### config.mk
export PLATFORM = sky130hd
export DESIGN_NAME = crc_checked_packet_receiver_core
export DESIGN_NICKNAME = d
export VERILOG_FILES = /design/src/sv/crcpr_pkg.sv /design/src/sv/crc_checked_packet_receiver_core.sv /design/src/sv/crcpr_crc.sv /design/src/sv/crcpr_store.sv
export SDC_FILE = /design/constraint.sdc
export NUM_CORES = 2
export LEC_CHECK = 0
export BUFFER_PORTS_ARGS = -buffer_cell sky130_fd_sc_hd__buf_2
export CAP_MARGIN = 10
export CORE_MARGIN = 10
export CORE_UTILIZATION = 45
export CTS_CLUSTER_DIAMETER = 50
export DETAILED_ROUTE_END_ITERATION = 16
export GPL_ROUTABILITY_DRIVEN = 0
export GPL_TIMING_DRIVEN = 0
export SLEW_MARGIN = 20
export SYNTH_ARGS = -nofsm -noshare
export SYNTH_HDL_FRONTEND = slang
export SYNTH_SLANG_ARGS = --single-unit
### constraint.sdc
create_clock -name i_clk -period 4.3 [get_ports i_clk]
set_input_delay 0.86 -clock i_clk [delete_from_list [all_inputs] [get_ports i_clk]]
set_output_delay 0.86 -clock i_clk [all_outputs]
set_load 0.01 [all_outputs]
### src/sv/crcpr_pkg.sv
// Shared types and constants of the CRC-checked packet receiver.
`default_nettype none

package crcpr_pkg;

    localparam logic [7:0] CRC_POLY  = 8'h2F;
    localparam logic [3:0] CRC_STEPS = 4'd8;
    localparam logic [7:0] FILL_BYTE = 8'hFF;

    localparam logic KIND_LINK = 1'b0;
    localparam logic KIND_READ = 1'b1;
    localparam logic DEST_LINK = 1'b0;
    localparam logic DEST_HOST = 1'b1;

    typedef enum logic [2:0] {
        REG_ACK_CODE   = 3'd0,
        REG_RETX_CODE  = 3'd1,
        REG_ACK_CRC    = 3'd2,
        REG_RETX_CRC   = 3'd3,
        REG_CRC_INIT   = 3'd4,
        REG_CRC_XOROUT = 3'd5
    } t_reg;

    typedef struct packed {
        logic       load;
        logic [7:0] seed;
    } t_crc_ctl;

endpackage

`default_nettype wire

### src/sv/crc_checked_packet_receiver_core.sv
// Top level of the CRC-checked packet receiver with acknowledge and retransmit.
//
//  Channel   Direction  Handshake                  Payload
//  input     in         i_valid / o_stall          i_kind, i_rx_byte
//  result    out        o_valid / i_stall          o_out_byte, o_dest, o_last,
//                                                  o_empty_res, o_available
//  config    in         i_cfg_valid / o_cfg_ready  i_cfg_index, i_cfg_data
//
// A link length or data byte stalls the input until the CRC unit has shifted it in
// at one bit per cycle. The CRC byte of a packet other than a good acknowledge is
// answered by DATA_BYTES+2 reply bytes at one byte per cycle while the result side
// does not stall. A host read fetches each byte through the registered read port of
// the ring memory; an empty read gives one result. Reset is synchronous; no clearing
// pass is needed. A stall on the result side holds the emission sequence in place.
`default_nettype none

module crc_checked_packet_receiver_core #(
    parameter int DATA_BYTES = 16,
    parameter int SLOTS      = 8
) (
    input  wire        i_clk,
    input  wire        i_rst_n,
    input  wire        i_valid,
    output logic       o_stall,
    input  wire        i_kind,
    input  wire [7:0]  i_rx_byte,
    output logic       o_valid,
    input  wire        i_stall,
    output logic [7:0] o_out_byte,
    output logic       o_dest,
    output logic       o_last,
    output logic       o_empty_res,
    output logic       o_available,
    input  wire        i_cfg_valid,
    output logic       o_cfg_ready,
    input  wire [2:0]  i_cfg_index,
    input  wire [7:0]  i_cfg_data
);

    localparam int PKT_LEN = DATA_BYTES + 2;
    localparam int DEPTH   = SLOTS * PKT_LEN;
    localparam int AW      = $clog2(DEPTH);
    localparam int SW      = $clog2(SLOTS);
    localparam int KW      = $clog2(PKT_LEN);
    localparam int DCW     = $clog2(DATA_BYTES + 1);

    localparam logic [KW-1:0]  K_LAST    = KW'(PKT_LEN - 1);
    localparam logic [DCW-1:0] DC_LAST   = DCW'(DATA_BYTES - 1);
    localparam logic [SW-1:0]  SLOT_LAST = SW'(SLOTS - 1);
    localparam logic [AW-1:0]  BASE_LAST = AW'((SLOTS - 1) * PKT_LEN);
    localparam logic [AW-1:0]  BASE_STEP = AW'(PKT_LEN);

    typedef enum logic [5:0] {
        S_IDLE   = 6'b000001,
        S_CRC    = 6'b000010,
        S_SEND   = 6'b000100,
        S_EMPTY  = 6'b001000,
        S_HFETCH = 6'b010000,
        S_HLOAD  = 6'b100000
    } t_state;

    typedef enum logic [2:0] {
        PH_LEN  = 3'b001,
        PH_DATA = 3'b010,
        PH_CRC  = 3'b100
    } t_phase;

    typedef enum logic [1:0] {
        W_ZERO = 2'd0,
        W_ACK  = 2'd1,
        W_RETX = 2'd2
    } t_which;

    t_state         r_state, n_state;
    t_phase         r_phase, n_phase;
    logic [DCW-1:0] r_dc, n_dc;
    logic [7:0]     r_rx_len, n_rx_len;
    logic [7:0]     r_rx_first, n_rx_first;
    logic           r_rest_ff, n_rest_ff;
    logic [SW-1:0]  r_wslot, n_wslot;
    logic [SW-1:0]  r_rslot, n_rslot;
    logic [AW-1:0]  r_wbase, n_wbase;
    logic [AW-1:0]  r_rbase, n_rbase;
    logic [AW-1:0]  r_rd_addr, n_rd_addr;
    logic [KW-1:0]  r_k, n_k;
    t_which         r_which, n_which;
    t_which         r_last_sent, n_last_sent;

    logic           r_ovalid, n_ovalid;
    logic [7:0]     r_obyte, n_obyte;
    logic           r_odest, n_odest;
    logic           r_olast, n_olast;
    logic           r_oempty, n_oempty;
    logic           r_oavail, n_oavail;

    logic [7:0]     r_ack_code, n_ack_code;
    logic [7:0]     r_retx_code, n_retx_code;
    logic [7:0]     r_ack_crc, n_ack_crc;
    logic [7:0]     r_retx_crc, n_retx_crc;
    logic [7:0]     r_crc_init, n_crc_init;
    logic [7:0]     r_crc_xorout, n_crc_xorout;

    crcpr_pkg::t_crc_ctl crc_ctl;
    logic [7:0]     crc_val;
    logic           crc_busy;

    logic           in_acc;
    logic           out_free;
    logic           avail;
    logic           ctl_shape;
    logic [KW-1:0]  wr_off;
    logic [AW-1:0]  wr_addr;
    logic           wr_en;
    logic [7:0]     rd_data;
    logic [7:0]     send_byte;
    logic [7:0]     send_code;
    logic [7:0]     send_crc;

    crcpr_crc u_crc (
        .i_clk   (i_clk),
        .i_rst_n (i_rst_n),
        .i_ctl   (crc_ctl),
        .o_crc   (crc_val),
        .o_busy  (crc_busy)
    );

    crcpr_store #(
        .DEPTH (DEPTH),
        .AW    (AW)
    ) u_store (
        .i_clk   (i_clk),
        .i_we    (wr_en),
        .i_waddr (wr_addr),
        .i_wdata (i_rx_byte),
        .i_raddr (r_rd_addr),
        .o_rdata (rd_data)
    );

    assign o_stall     = (r_state != S_IDLE);
    assign in_acc      = i_valid && (r_state == S_IDLE);
    assign out_free    = !r_ovalid || !i_stall;
    assign avail       = (r_rslot != r_wslot);
    assign o_cfg_ready = 1'b1;

    always_comb begin
        case (r_phase)
            PH_LEN:  wr_off = '0;
            PH_DATA: wr_off = KW'(r_dc) + KW'(1);
            PH_CRC:  wr_off = K_LAST;
            default: wr_off = '0;
        endcase
    end

    assign wr_addr = r_wbase + AW'(wr_off);
    assign wr_en   = in_acc && (i_kind == crcpr_pkg::KIND_LINK);

    assign crc_ctl.load = in_acc && (i_kind == crcpr_pkg::KIND_LINK) && (r_phase != PH_CRC);
    assign crc_ctl.seed = ((r_phase == PH_LEN) ? r_crc_init : crc_val) ^ i_rx_byte;

    assign ctl_shape = (r_rx_len == 8'd1) && r_rest_ff;

    assign send_code = (r_which == W_ACK) ? r_ack_code : r_retx_code;
    assign send_crc  = (r_which == W_ACK) ? r_ack_crc : r_retx_crc;

    always_comb begin
        if (r_which == W_ZERO) begin
            send_byte = 8'd0;
        end else if (r_k == '0) begin
            send_byte = 8'd1;
        end else if (r_k == KW'(1)) begin
            send_byte = send_code;
        end else if (r_k == K_LAST) begin
            send_byte = send_crc;
        end else begin
            send_byte = crcpr_pkg::FILL_BYTE;
        end
    end

    always_comb begin
        n_ack_code   = r_ack_code;
        n_retx_code  = r_retx_code;
        n_ack_crc    = r_ack_crc;
        n_retx_crc   = r_retx_crc;
        n_crc_init   = r_crc_init;
        n_crc_xorout = r_crc_xorout;
        if (i_cfg_valid) begin
            case (i_cfg_index)
                crcpr_pkg::REG_ACK_CODE:   n_ack_code   = i_cfg_data;
                crcpr_pkg::REG_RETX_CODE:  n_retx_code  = i_cfg_data;
                crcpr_pkg::REG_ACK_CRC:    n_ack_crc    = i_cfg_data;
                crcpr_pkg::REG_RETX_CRC:   n_retx_crc   = i_cfg_data;
                crcpr_pkg::REG_CRC_INIT:   n_crc_init   = i_cfg_data;
                crcpr_pkg::REG_CRC_XOROUT: n_crc_xorout = i_cfg_data;
                default: ;
            endcase
        end
    end

    always_comb begin
        n_state     = r_state;
        n_phase     = r_phase;
        n_dc        = r_dc;
        n_rx_len    = r_rx_len;
        n_rx_first  = r_rx_first;
        n_rest_ff   = r_rest_ff;
        n_wslot     = r_wslot;
        n_rslot     = r_rslot;
        n_wbase     = r_wbase;
        n_rbase     = r_rbase;
        n_rd_addr   = r_rd_addr;
        n_k         = r_k;
        n_which     = r_which;
        n_last_sent = r_last_sent;
        n_ovalid    = r_ovalid && i_stall;
        n_obyte     = r_obyte;
        n_odest     = r_odest;
        n_olast     = r_olast;
        n_oempty    = r_oempty;
        n_oavail    = r_oavail;

        case (r_state)
            S_IDLE: begin
                if (in_acc) begin
                    if (i_kind == crcpr_pkg::KIND_READ) begin
                        if (!avail) begin
                            n_state = S_EMPTY;
                        end else begin
                            n_rd_addr = r_rbase;
                            n_rbase   = (r_rbase == BASE_LAST) ? '0 : r_rbase + BASE_STEP;
                            n_rslot   = (r_rslot == SLOT_LAST) ? '0 : r_rslot + SW'(1);
                            n_k       = '0;
                            n_state   = S_HFETCH;
                        end
                    end else begin
                        case (r_phase)
                            PH_LEN: begin
                                n_rx_len  = i_rx_byte;
                                n_dc      = '0;
                                n_rest_ff = 1'b1;
                                n_phase   = PH_DATA;
                                n_state   = S_CRC;
                            end
                            PH_DATA: begin
                                if (r_dc == '0) begin
                                    n_rx_first = i_rx_byte;
                                end else if (i_rx_byte != crcpr_pkg::FILL_BYTE) begin
                                    n_rest_ff = 1'b0;
                                end
                                if (r_dc == DC_LAST) begin
                                    n_dc    = '0;
                                    n_phase = PH_CRC;
                                end else begin
                                    n_dc = r_dc + DCW'(1);
                                end
                                n_state = S_CRC;
                            end
                            PH_CRC: begin
                                n_phase = PH_LEN;
                                n_k     = '0;
                                if ((crc_val ^ r_crc_xorout) != i_rx_byte) begin
                                    n_which     = W_RETX;
                                    n_last_sent = W_RETX;
                                    n_state     = S_SEND;
                                end else if (ctl_shape && (r_rx_first == r_retx_code)) begin
                                    n_which = r_last_sent;
                                    n_state = S_SEND;
                                end else if (ctl_shape && (r_rx_first == r_ack_code)) begin
                                    n_state = S_IDLE;
                                end else begin
                                    n_wslot     = (r_wslot == SLOT_LAST) ? '0 : r_wslot + SW'(1);
                                    n_wbase     = (r_wbase == BASE_LAST) ? '0
                                                                         : r_wbase + BASE_STEP;
                                    n_which     = W_ACK;
                                    n_last_sent = W_ACK;
                                    n_state     = S_SEND;
                                end
                            end
                            default: n_phase = PH_LEN;
                        endcase
                    end
                end
            end
            S_CRC: begin
                if (!crc_busy) begin
                    n_state = S_IDLE;
                end
            end
            S_SEND: begin
                if (out_free) begin
                    n_ovalid = 1'b1;
                    n_obyte  = send_byte;
                    n_odest  = crcpr_pkg::DEST_LINK;
                    n_olast  = (r_k == K_LAST);
                    n_oempty = 1'b0;
                    n_oavail = avail;
                    if (r_k == K_LAST) begin
                        n_k     = '0;
                        n_state = S_IDLE;
                    end else begin
                        n_k = r_k + KW'(1);
                    end
                end
            end
            S_EMPTY: begin
                if (out_free) begin
                    n_ovalid = 1'b1;
                    n_obyte  = 8'd0;
                    n_odest  = crcpr_pkg::DEST_HOST;
                    n_olast  = 1'b0;
                    n_oempty = 1'b1;
                    n_oavail = 1'b0;
                    n_state  = S_IDLE;
                end
            end
            S_HFETCH: begin
                n_state = S_HLOAD;
            end
            S_HLOAD: begin
                if (out_free) begin
                    n_ovalid = 1'b1;
                    n_obyte  = rd_data;
                    n_odest  = crcpr_pkg::DEST_HOST;
                    n_olast  = (r_k == K_LAST);
                    n_oempty = 1'b0;
                    n_oavail = avail;
                    if (r_k == K_LAST) begin
                        n_k     = '0;
                        n_state = S_IDLE;
                    end else begin
                        n_k       = r_k + KW'(1);
                        n_rd_addr = r_rd_addr + AW'(1);
                        n_state   = S_HFETCH;
                    end
                end
            end
            default: n_state = S_IDLE;
        endcase
    end

    always_ff @(posedge i_clk) begin
        if (!i_rst_n) begin
            r_state      <= S_IDLE;
            r_phase      <= PH_LEN;
            r_dc         <= '0;
            r_wslot      <= '0;
            r_rslot      <= '0;
            r_wbase      <= '0;
            r_rbase      <= '0;
            r_k          <= '0;
            r_last_sent  <= W_ZERO;
            r_ovalid     <= 1'b0;
            r_ack_code   <= 8'd21;
            r_retx_code  <= 8'd25;
            r_ack_crc    <= 8'hCC;
            r_retx_crc   <= 8'hFC;
            r_crc_init   <= 8'hFF;
            r_crc_xorout <= 8'hFF;
        end else begin
            r_state      <= n_state;
            r_phase      <= n_phase;
            r_dc         <= n_dc;
            r_wslot      <= n_wslot;
            r_rslot      <= n_rslot;
            r_wbase      <= n_wbase;
            r_rbase      <= n_rbase;
            r_k          <= n_k;
            r_last_sent  <= n_last_sent;
            r_ovalid     <= n_ovalid;
            r_ack_code   <= n_ack_code;
            r_retx_code  <= n_retx_code;
            r_ack_crc    <= n_ack_crc;
            r_retx_crc   <= n_retx_crc;
            r_crc_init   <= n_crc_init;
            r_crc_xorout <= n_crc_xorout;
        end
    end

    always_ff @(posedge i_clk) begin
        r_rx_len   <= n_rx_len;
        r_rx_first <= n_rx_first;
        r_rest_ff  <= n_rest_ff;
        r_rd_addr  <= n_rd_addr;
        r_which    <= n_which;
        r_obyte    <= n_obyte;
        r_odest    <= n_odest;
        r_olast    <= n_olast;
        r_oempty   <= n_oempty;
        r_oavail   <= n_oavail;
    end

    assign o_valid     = r_ovalid;
    assign o_out_byte  = r_obyte;
    assign o_dest      = r_odest;
    assign o_last      = r_olast;
    assign o_empty_res = r_oempty;
    assign o_available = r_oavail;

    // The CRC unit only runs while the controller waits on it.
    a_crc_owned: assert property (@(posedge i_clk) disable iff (!i_rst_n)
        crc_busy |-> (r_state == S_CRC))
        else $error("CRC unit busy outside its wait state");

    // Slot indexes and ring base addresses must move together.
    a_ring_sync: assert property (@(posedge i_clk) disable iff (!i_rst_n)
        ((r_wslot == r_rslot) == (r_wbase == r_rbase)))
        else $error("Ring slot index and base address disagree");

    // A packet's CRC byte always closes the frame.
    a_frame_close: assert property (@(posedge i_clk) disable iff (!i_rst_n)
        (in_acc && !i_kind && (r_phase == PH_CRC)) |=> (r_phase == PH_LEN))
        else $error("Frame did not return to the length byte");

    // Once idle, a pending result can only be the end of an emission.
    a_idle_tail: assert property (@(posedge i_clk) disable iff (!i_rst_n)
        ((r_state == S_IDLE) && r_ovalid) |-> (r_olast || r_oempty))
        else $error("Controller idle in the middle of a packet");

endmodule

`default_nettype wire

### src/sv/crcpr_crc.sv
// Bit-serial CRC-8 unit that shifts one message bit per cycle.
`default_nettype none

module crcpr_crc (
    input  wire                  i_clk,
    input  wire                  i_rst_n,
    input  crcpr_pkg::t_crc_ctl  i_ctl,
    output logic [7:0]           o_crc,
    output logic                 o_busy
);

    logic [7:0] r_sr;
    logic [7:0] n_sr;
    logic [3:0] r_cnt;
    logic [3:0] n_cnt;

    always_comb begin
        n_sr  = r_sr;
        n_cnt = r_cnt;
        if (i_ctl.load) begin
            n_sr  = i_ctl.seed;
            n_cnt = crcpr_pkg::CRC_STEPS;
        end else if (r_cnt != 4'd0) begin
            n_sr  = r_sr[7] ? ({r_sr[6:0], 1'b0} ^ crcpr_pkg::CRC_POLY)
                            : {r_sr[6:0], 1'b0};
            n_cnt = r_cnt - 4'd1;
        end
    end

    always_ff @(posedge i_clk) begin
        if (!i_rst_n) begin
            r_cnt <= 4'd0;
        end else begin
            r_cnt <= n_cnt;
        end
    end

    always_ff @(posedge i_clk) begin
        r_sr <= n_sr;
    end

    assign o_crc  = r_sr;
    assign o_busy = (r_cnt != 4'd0);

endmodule

`default_nettype wire

### src/sv/crcpr_store.sv
// Packet ring memory with one write port and one registered read port.
`default_nettype none

module crcpr_store #(
    parameter int DEPTH = 144,
    parameter int AW    = 8
) (
    input  wire          i_clk,
    input  wire          i_we,
    input  wire [AW-1:0] i_waddr,
    input  wire [7:0]    i_wdata,
    input  wire [AW-1:0] i_raddr,
    output logic [7:0]   o_rdata
);

    logic [7:0] r_mem [DEPTH];
    logic [7:0] r_rdata;

    always_ff @(posedge i_clk) begin
        if (i_we) begin
            r_mem[i_waddr] <= i_wdata;
        end
    end

    always_ff @(posedge i_clk) begin
        r_rdata <= r_mem[i_raddr];
    end

    assign o_rdata = r_rdata;

endmodule

`default_nettype wire

Word level (Yosys, flattened, before mapping)

Memory sizes are Yosys's and may differ from the RTL's. A register that Yosys moved wholly into a read port is not among the register bits.
Index checks and enable logic that the tools add are counted.

Memories: 1
Register bits after elaboration: 143
Output and inout bits: 15
Latch bits: 0
Input bits: 25
ROM bits: 0
Word-level logic and storage cells: 216
Memory bits (writable): 1,152

Memory list:

| memory        | words | bits a word | rd ports | clocked after memory_dff | write ports | RTL line          | RTL |
|---|---|---|---|---|---|---|---|
| u_store.r_mem | 144   | 8           | 1        | 1                        | 1           | crcpr_store.sv:16 | `logic [7:0] r_mem [DEPTH];` |

$lt $le $gt $ge: 0
Muxes and demuxes: 71
Multiply operators: 0
Reductions and logical operators: 48
Bitwise gates (word level): 8
Divide/modulo/power cells: 0
Equality and inequality tests: 50
Shift operators: 0
Add/subtract/negate cells: 9

Operators with widths:

| cell                                          | count |
|---|---|
| two-way mux 8 bit                             | 19 |
| two-way mux 6 bit                             | 8 |
| two-way mux 5 bit                             | 9 |
| case mux 6 bit (6 select lines)               | 1 |
| case mux 5 bit (2 select lines)               | 3 |
| inequality test 2 bit, second input constant  | 14 |
| case mux 8 bit (3 select lines)               | 1 |
| AND reduction 4 bit                           | 5 |
| two-way mux 3 bit                             | 6 |
| AND reduction 6 bit                           | 3 |
| adder 8 x 5 -> 8 bit, second input constant   | 2 |
| == test 8 x 7 -> 1 bit, second input constant | 2 |
| == test 8 bit                                 | 2 |
| case mux 8 bit (2 select lines)               | 1 |
| bitwise XOR 8 bit                             | 2 |
| == test 3 bit, second input constant          | 5 |
| AND reduction 5 bit                           | 3 |
| AND reduction 7 bit                           | 2 |
| case mux 6 bit (2 select lines)               | 1 |
| AND reduction 2 bit                           | 6 |
| nonzero test 2 bit                            | 6 |
| adder 5 x 1 -> 5 bit, second input constant   | 2 |
| logical NOT 5 bit                             | 2 |
| two-way mux 1 bit                             | 10 |
| other kinds (41)                              | 71 |

Logic depth before layout (Yosys ltp)

Depth in word-level cells: 10
Mapped depth: 13
Gate-level depth less buffers: 11

Modules after synthesis

From an unflattened synthesis, not the netlist that was laid out.

Cell total of the unflattened synthesis: 2,914
Area, all modules: 52,924.5 µm²

By module, submodules not included:

| module                           | instances | seq. area each (µm²) | area an instance (µm²) | cells an instance |
|---|---|---|---|---|
| crcpr_store                      | 1         | 34,753.3             | 45,524.9               | 2,134 |
| crc_checked_packet_receiver_core | 1         | 2,972.9              | 6,824.0                | 732 |
| crcpr_crc                        | 1         | 320.3                | 575.6                  | 48 |

Least setup slack after synthesis

No wires, ideal clock.

Path type: register to register
Start point: reg r_phase[0]
End point: mem u_store.r_mem[104][0], enable pin
Stages on the path, launching flop included: 14
Buffers on the path: 3
Arrival: 3.351 ns
Setup slack: 0.565 ns
Required time: 3.917 ns
Clock period less this slack: 3.735 ns
Setup time: 0.383 ns
Cell sequence: dfxtp_1 -> clkbuf_1 -> nand2b_1 -> nor2_1 -> and2_1 -> fa_1 -> buf_2 -> a21o_1 -> a21o_1 -> and2_1 -> o31ai_1 -> a32oi_2 -> buf_2 -> nor3_1

Longest elaborated chain between the ends: 3
Elaborated cells between the ends (all ways): 4
Classes of those cells: 1 x add/sub; 2 x eq/ne; 1 x mux

RTL lines:

| element                                                        | RTL line                                | RTL |
|---|---|---|
| start, declared                                                | crc_checked_packet_receiver_core.sv:75  | `t_phase r_phase, n_phase;` |
| start signal, assigned                                         | crc_checked_packet_receiver_core.sv:360 | `r_phase <= n_phase;` |
| == test 3 bit / == test 3 x 2 -> 1 bit (equally long branches) | crc_checked_packet_receiver_core.sv:146 | `case (r_phase)` |
| case mux 5 bit (2 select lines) *                              | crc_checked_packet_receiver_core.sv:146 |  |
| adder 8 x 5 -> 8 bit *                                         | crc_checked_packet_receiver_core.sv:154 | `assign wr_addr = r_wbase + AW'(wr_off);` |
| end, declared                                                  | crcpr_store.sv:16                       |  |

Every way passes the cells marked *; elsewhere a longest branch is shown, timed or not.

==> impl_metrics.json <==
{
  "wl_mm": 154,
  "grt_usage": 0.229,
  "fmax_mhz": 233,
  "period_share": 0.999,
  "slowest_delay_ns": 0.90,
  "drt_iter0_drc": 3950,
  "synth_top_area_frac": 0.678,
  "ys_seq_elements": 1301,
  "power.density_nw_per_um2": 429,
  "end_kind": "register",
  "die_w_um": 363,
  "clock_sinks": 1301,
  "final-max-slew-violation-count": 0,
  "drive_gt1_frac": 0.276,
  "clk_latency_ns": 0.77,
  "required_ns": 4.86,
  "syn_avg_cell_area_um2": 17.3,
  "globalRouteOverflowTotal": 0,
  "finalSetupViolations": 0,
  "clkTransAtPathRegs_ns": 0.06,
  "syn_to_final_growth_pct": 20.9,
  "clock_path_buffers": 3,
  "relSlewSlack": 0.259,
  "critPathKind": "reg -> reg",
  "peakVddDrop_uv": 347,
  "cp_max_fo": 10,
  "num_vias": 31200,
  "yosys_warnings": 0,
  "async_flop_share": 0,
  "worstPathCellList": "buf_6, buf_6, nand3b_1, clkbuf_1, o22ai_1, a211o_1, a31oi_1, a222oi_1",
  "grt_pass1_vias": 31200,
  "hold_depth": 3,
  "io_pins": 40,
  "grt_max_degree": 96,
  "synth_top_area_cell": "edfxtp_1",
  "crit_start": "r_rd_addr[0]$_SDFFCE_PN0P_",
  "r2r-start": "r_rd_addr[0]$_SDFFCE_PN0P_",
  "synth_cells": 3071,
  "start_util": 0.455,
  "ff2ff_path_depth": 8,
  "cts_hold_buf": 0,
  "cts_tree": "built",
  "grt_pass1_wl_mm": 219,
  "num-fill-cells": 8822,
  "postPlaceCellArea_um2": 56000,
  "htree_levels": 4,
  "fp-row-count": 125,
  "antenna_found_initial": 0,
  "worstMarginPinSlew_ns": 1.11,
  "whs_ns": 0.436,
  "place_ws_ns": -1.24,
  "root_buffer": "clkbuf_16",
  "synthFlopType": "edfxtp_1",
  "crit_path_end": "u_store.o_rdata[0]$_DFF_P_",
  "core_um2": 117000,
  "layout_setup_ws_ns": 0.00241,
  "num_antenna_cells": 0,
  "fp.dieArea_um2": 132000,
  "drv_cap": 0,
  "crit_top_cell": "buf_6",
  "r2r_end": "u_store.o_rdata[0]$_DFF_P_",
  "finClkSkew_ns": 0.0235,
  "min_from": "i_cfg_data[2]",
  "synth_cell_types": 81,
  "io_buffers": 38,
  "num-nets-final": 3466,
  "crit_path_top_delay_cell": "a222oi_1",
  "netlist_top_cells_area": "edfxtp_1, mux4_2, mux2i_1",
  "hold_class": "in -> reg",
  "drt_first_pass_iters": 8,
  "reg2reg_slack_ns": 0.002,
  "ys_seq_area_frac": 0.717,
  "cts_buffers": 145,
  "vias_per_cell": 6.17,
  "min_period_ns": 4.30,
  "hpwl_mm": 101,
  "crit_arrival_ns": 4.86,
  "final_cell_area_um2": 64200,
  "ant_nets": 0,
  "synth_enable_flop_cells": 1199,
  "critPathLaunchType": "register",
  "syn_area_um2": 53100,
  "synth_fp_nets": 3117,
  "die_h_um": 363,
  "leakage_nw": 22.4,
  "hold_viol": 0,
  "drc": 0,
  "drt-wirelength-per-cell_um": 30.4,
  "status": "finished clean"
}
-- where the power goes --
part           switching, mW  total [mW]  internal (mW)  leakage (nW)
clock                   5.17        12.4           7.26          2.35
sequential            0.0888        14.0           14.0          11.6
combinational          0.678        1.05          0.374          8.42
total                   5.94        27.5           21.6          22.4
-- worst min-delay path by stage --
stage / slack (ns) / end
5_1_grt: 0.42 / r_crc_xorout[6]$_SDFFE_PN1P_
3_5_place_dp: 0.46 / r_retx_crc[3]$_SDFFE_PN1P_
4_1_cts: 0.39 / r_crc_xorout[2]$_SDFFE_PN1P_
2_1_floorplan: 0.44 / r_retx_crc[2]$_SDFFE_PN1P_
3_3_place_gp: 0.45 / r_retx_crc[3]$_SDFFE_PN1P_
6_report: 0.44 / r_crc_xorout[2]$_SDFFE_PN1P_
-- synthesized netlist by cell type, types with 12 or more instances --
| master | n |
|---|---|
| xor2_1 | 29 |
| nand3_1 | 61 |
| mux2_2 | 33 |
| buf_6 | 28 |
| inv_1 | 26 |
| mux2i_1 | 218 |
| mux4_2 | 202 |
| nor3_1 | 162 |
| buf_4 | 38 |
| xnor2_1 | 28 |
| nor2_1 | 63 |
| o21ai_0 | 61 |
| a211o_1 | 16 |
| a31oi_1 | 16 |
| nand2_1 | 208 |
| buf_1 | 13 |
| clkbuf_1 | 68 |
| and2_1 | 17 |
| edfxtp_1 | 1199 |
| buf_2 | 40 |
| o221ai_1 | 12 |
| nor2b_1 | 38 |
| o22ai_1 | 45 |
| or3_1 | 12 |
| a22oi_1 | 29 |
| ha_1 | 20 |
| nand2b_1 | 15 |
| a21boi_0 | 24 |
| dfxtp_1 | 102 |
| a21oi_1 | 63 |
-- cells by family (layout without fill, tap and decap cells) --
| kind of cell | Yosys count | count (layout) | synth area share |
|---|---|---|---|
| buffers and inverters | 217 | 681 | 0.0236 |
| AO/OA/AOI/OAI | 370 | 370 | 0.0485 |
| XOR/XNOR | 63 | 63 | 0.0120 |
| other | 2 | 2 | 0.000142 |
| multiplexers | 453 | 453 | 0.134 |
| flip-flops | 1301 | 1301 | 0.717 |
| AND/OR/NAND/NOR | 644 | 644 | 0.0600 |
| adder cells (fa/ha/maj) | 21 | 21 | 0.00509 |
-- placed cells by master (no fill, tap or decap), types with 17 or more instances in the layout --
cell type / synthesis / routed
nand2_1: 208 / 190
nor3_4: 0 / 133
and2_1: 17 / 17
mux2i_1: 218 / 217
clkbuf_1: 68 / 75
a22oi_1: 29 / 29
mux4_2: 202 / 202
o22ai_1: 45 / 45
buf_4: 38 / 130
nor2b_1: 38 / 38
dfxtp_1: 102 / 102
o21ai_0: 61 / 61
clkbuf_16: 0 / 147
nor2_1: 63 / 62
ha_1: 20 / 20
a21oi_1: 63 / 62
mux2_2: 33 / 33
edfxtp_1: 1199 / 1199
buf_12: 2 / 73
xnor2_1: 28 / 27
inv_1: 26 / 26
nand3_1: 61 / 61
clkinv_1: 1 / 25
buf_2: 40 / 65
clkinv_2: 0 / 26
xor2_1: 29 / 28
buf_6: 28 / 34
a21boi_0: 24 / 24
-- metal layers --
layer | wire length [um] | vias to the layer above | part of all wire | track usage
li1 | - | 13000 | - | -
met5 | 0 | - | 0 | 0
met2 | 72800 | 1725 | 0.47 | 0.365
met1 | 59300 | 16100 | 0.39 | 0.305
met3 | 14300 | 380 | 0.093 | 0.0470
met4 | 7180 | 0 | 0.047 | 0.0988
-- stage by stage --
| stage | total power [mW] | utilization | cells | setup TNS [ns] |
|---|---|---|---|---|
| floorplan | 14.9 | - | 3071 | 0 |
| global placement | 15.3 | 0.473 | 4633 | -876.48 |
| detailed placement | 15.3 | 0.480 | 4642 | -774.31 |
| CTS | 27.6 | 0.543 | 5025 | -2.17 |
| global route | 28.3 | 0.550 | 5059 | -0.0377 |
| finish | 27.5 | 0.550 | 5059 | 0 |
-- area by class of cell --
type	count	area, um^2	share of cell area
Sequential cell	1301	38000	0.593
Multi-Input combinational cell	1553	15500	0.242
Clock buffer	169	3760	0.0586
Timing Repair Buffer	203	2540	0.0396
Tap cell	1524	1910	0.0297
Buffer	188	1220	0.0190
Clock inverter	93	1050	0.0164
Inverter	28	105	0.00164
-- state kept, by name, summed over array words and instances (netlist names), 6 cells and up --
signal / flops
o_out_byte: 8
r_wbase: 7
r_rd_addr: 8
r_state: 6
r_rbase: 7
r_retx_crc: 8
u_crc.o_crc: 8
r_ack_code: 8
u_store.r_mem: 1152
r_crc_xorout: 8
r_ack_crc: 8
r_crc_init: 8
u_store.o_rdata: 8
r_retx_code: 8
r_rx_first: 8
r_rx_len: 8
-- critical path, delay by kind of cell (launching register included) --
kind | cells | cell delay [ns]
compound gates | 4 | 1.73
buf+inv | 3 | 1.17
flops | 1 | 0.57
simple gates | 1 | 0.61
-- repair_timing --
item | in CTS | in global routing
buffers inserted | 121 | 35
setup endpoints to repair | 1144 | 1148
pin swaps | 94 | 35
resized for setup | 220 | 37
cloned | 0 | 0
Power figures use the tool's default switching activity.
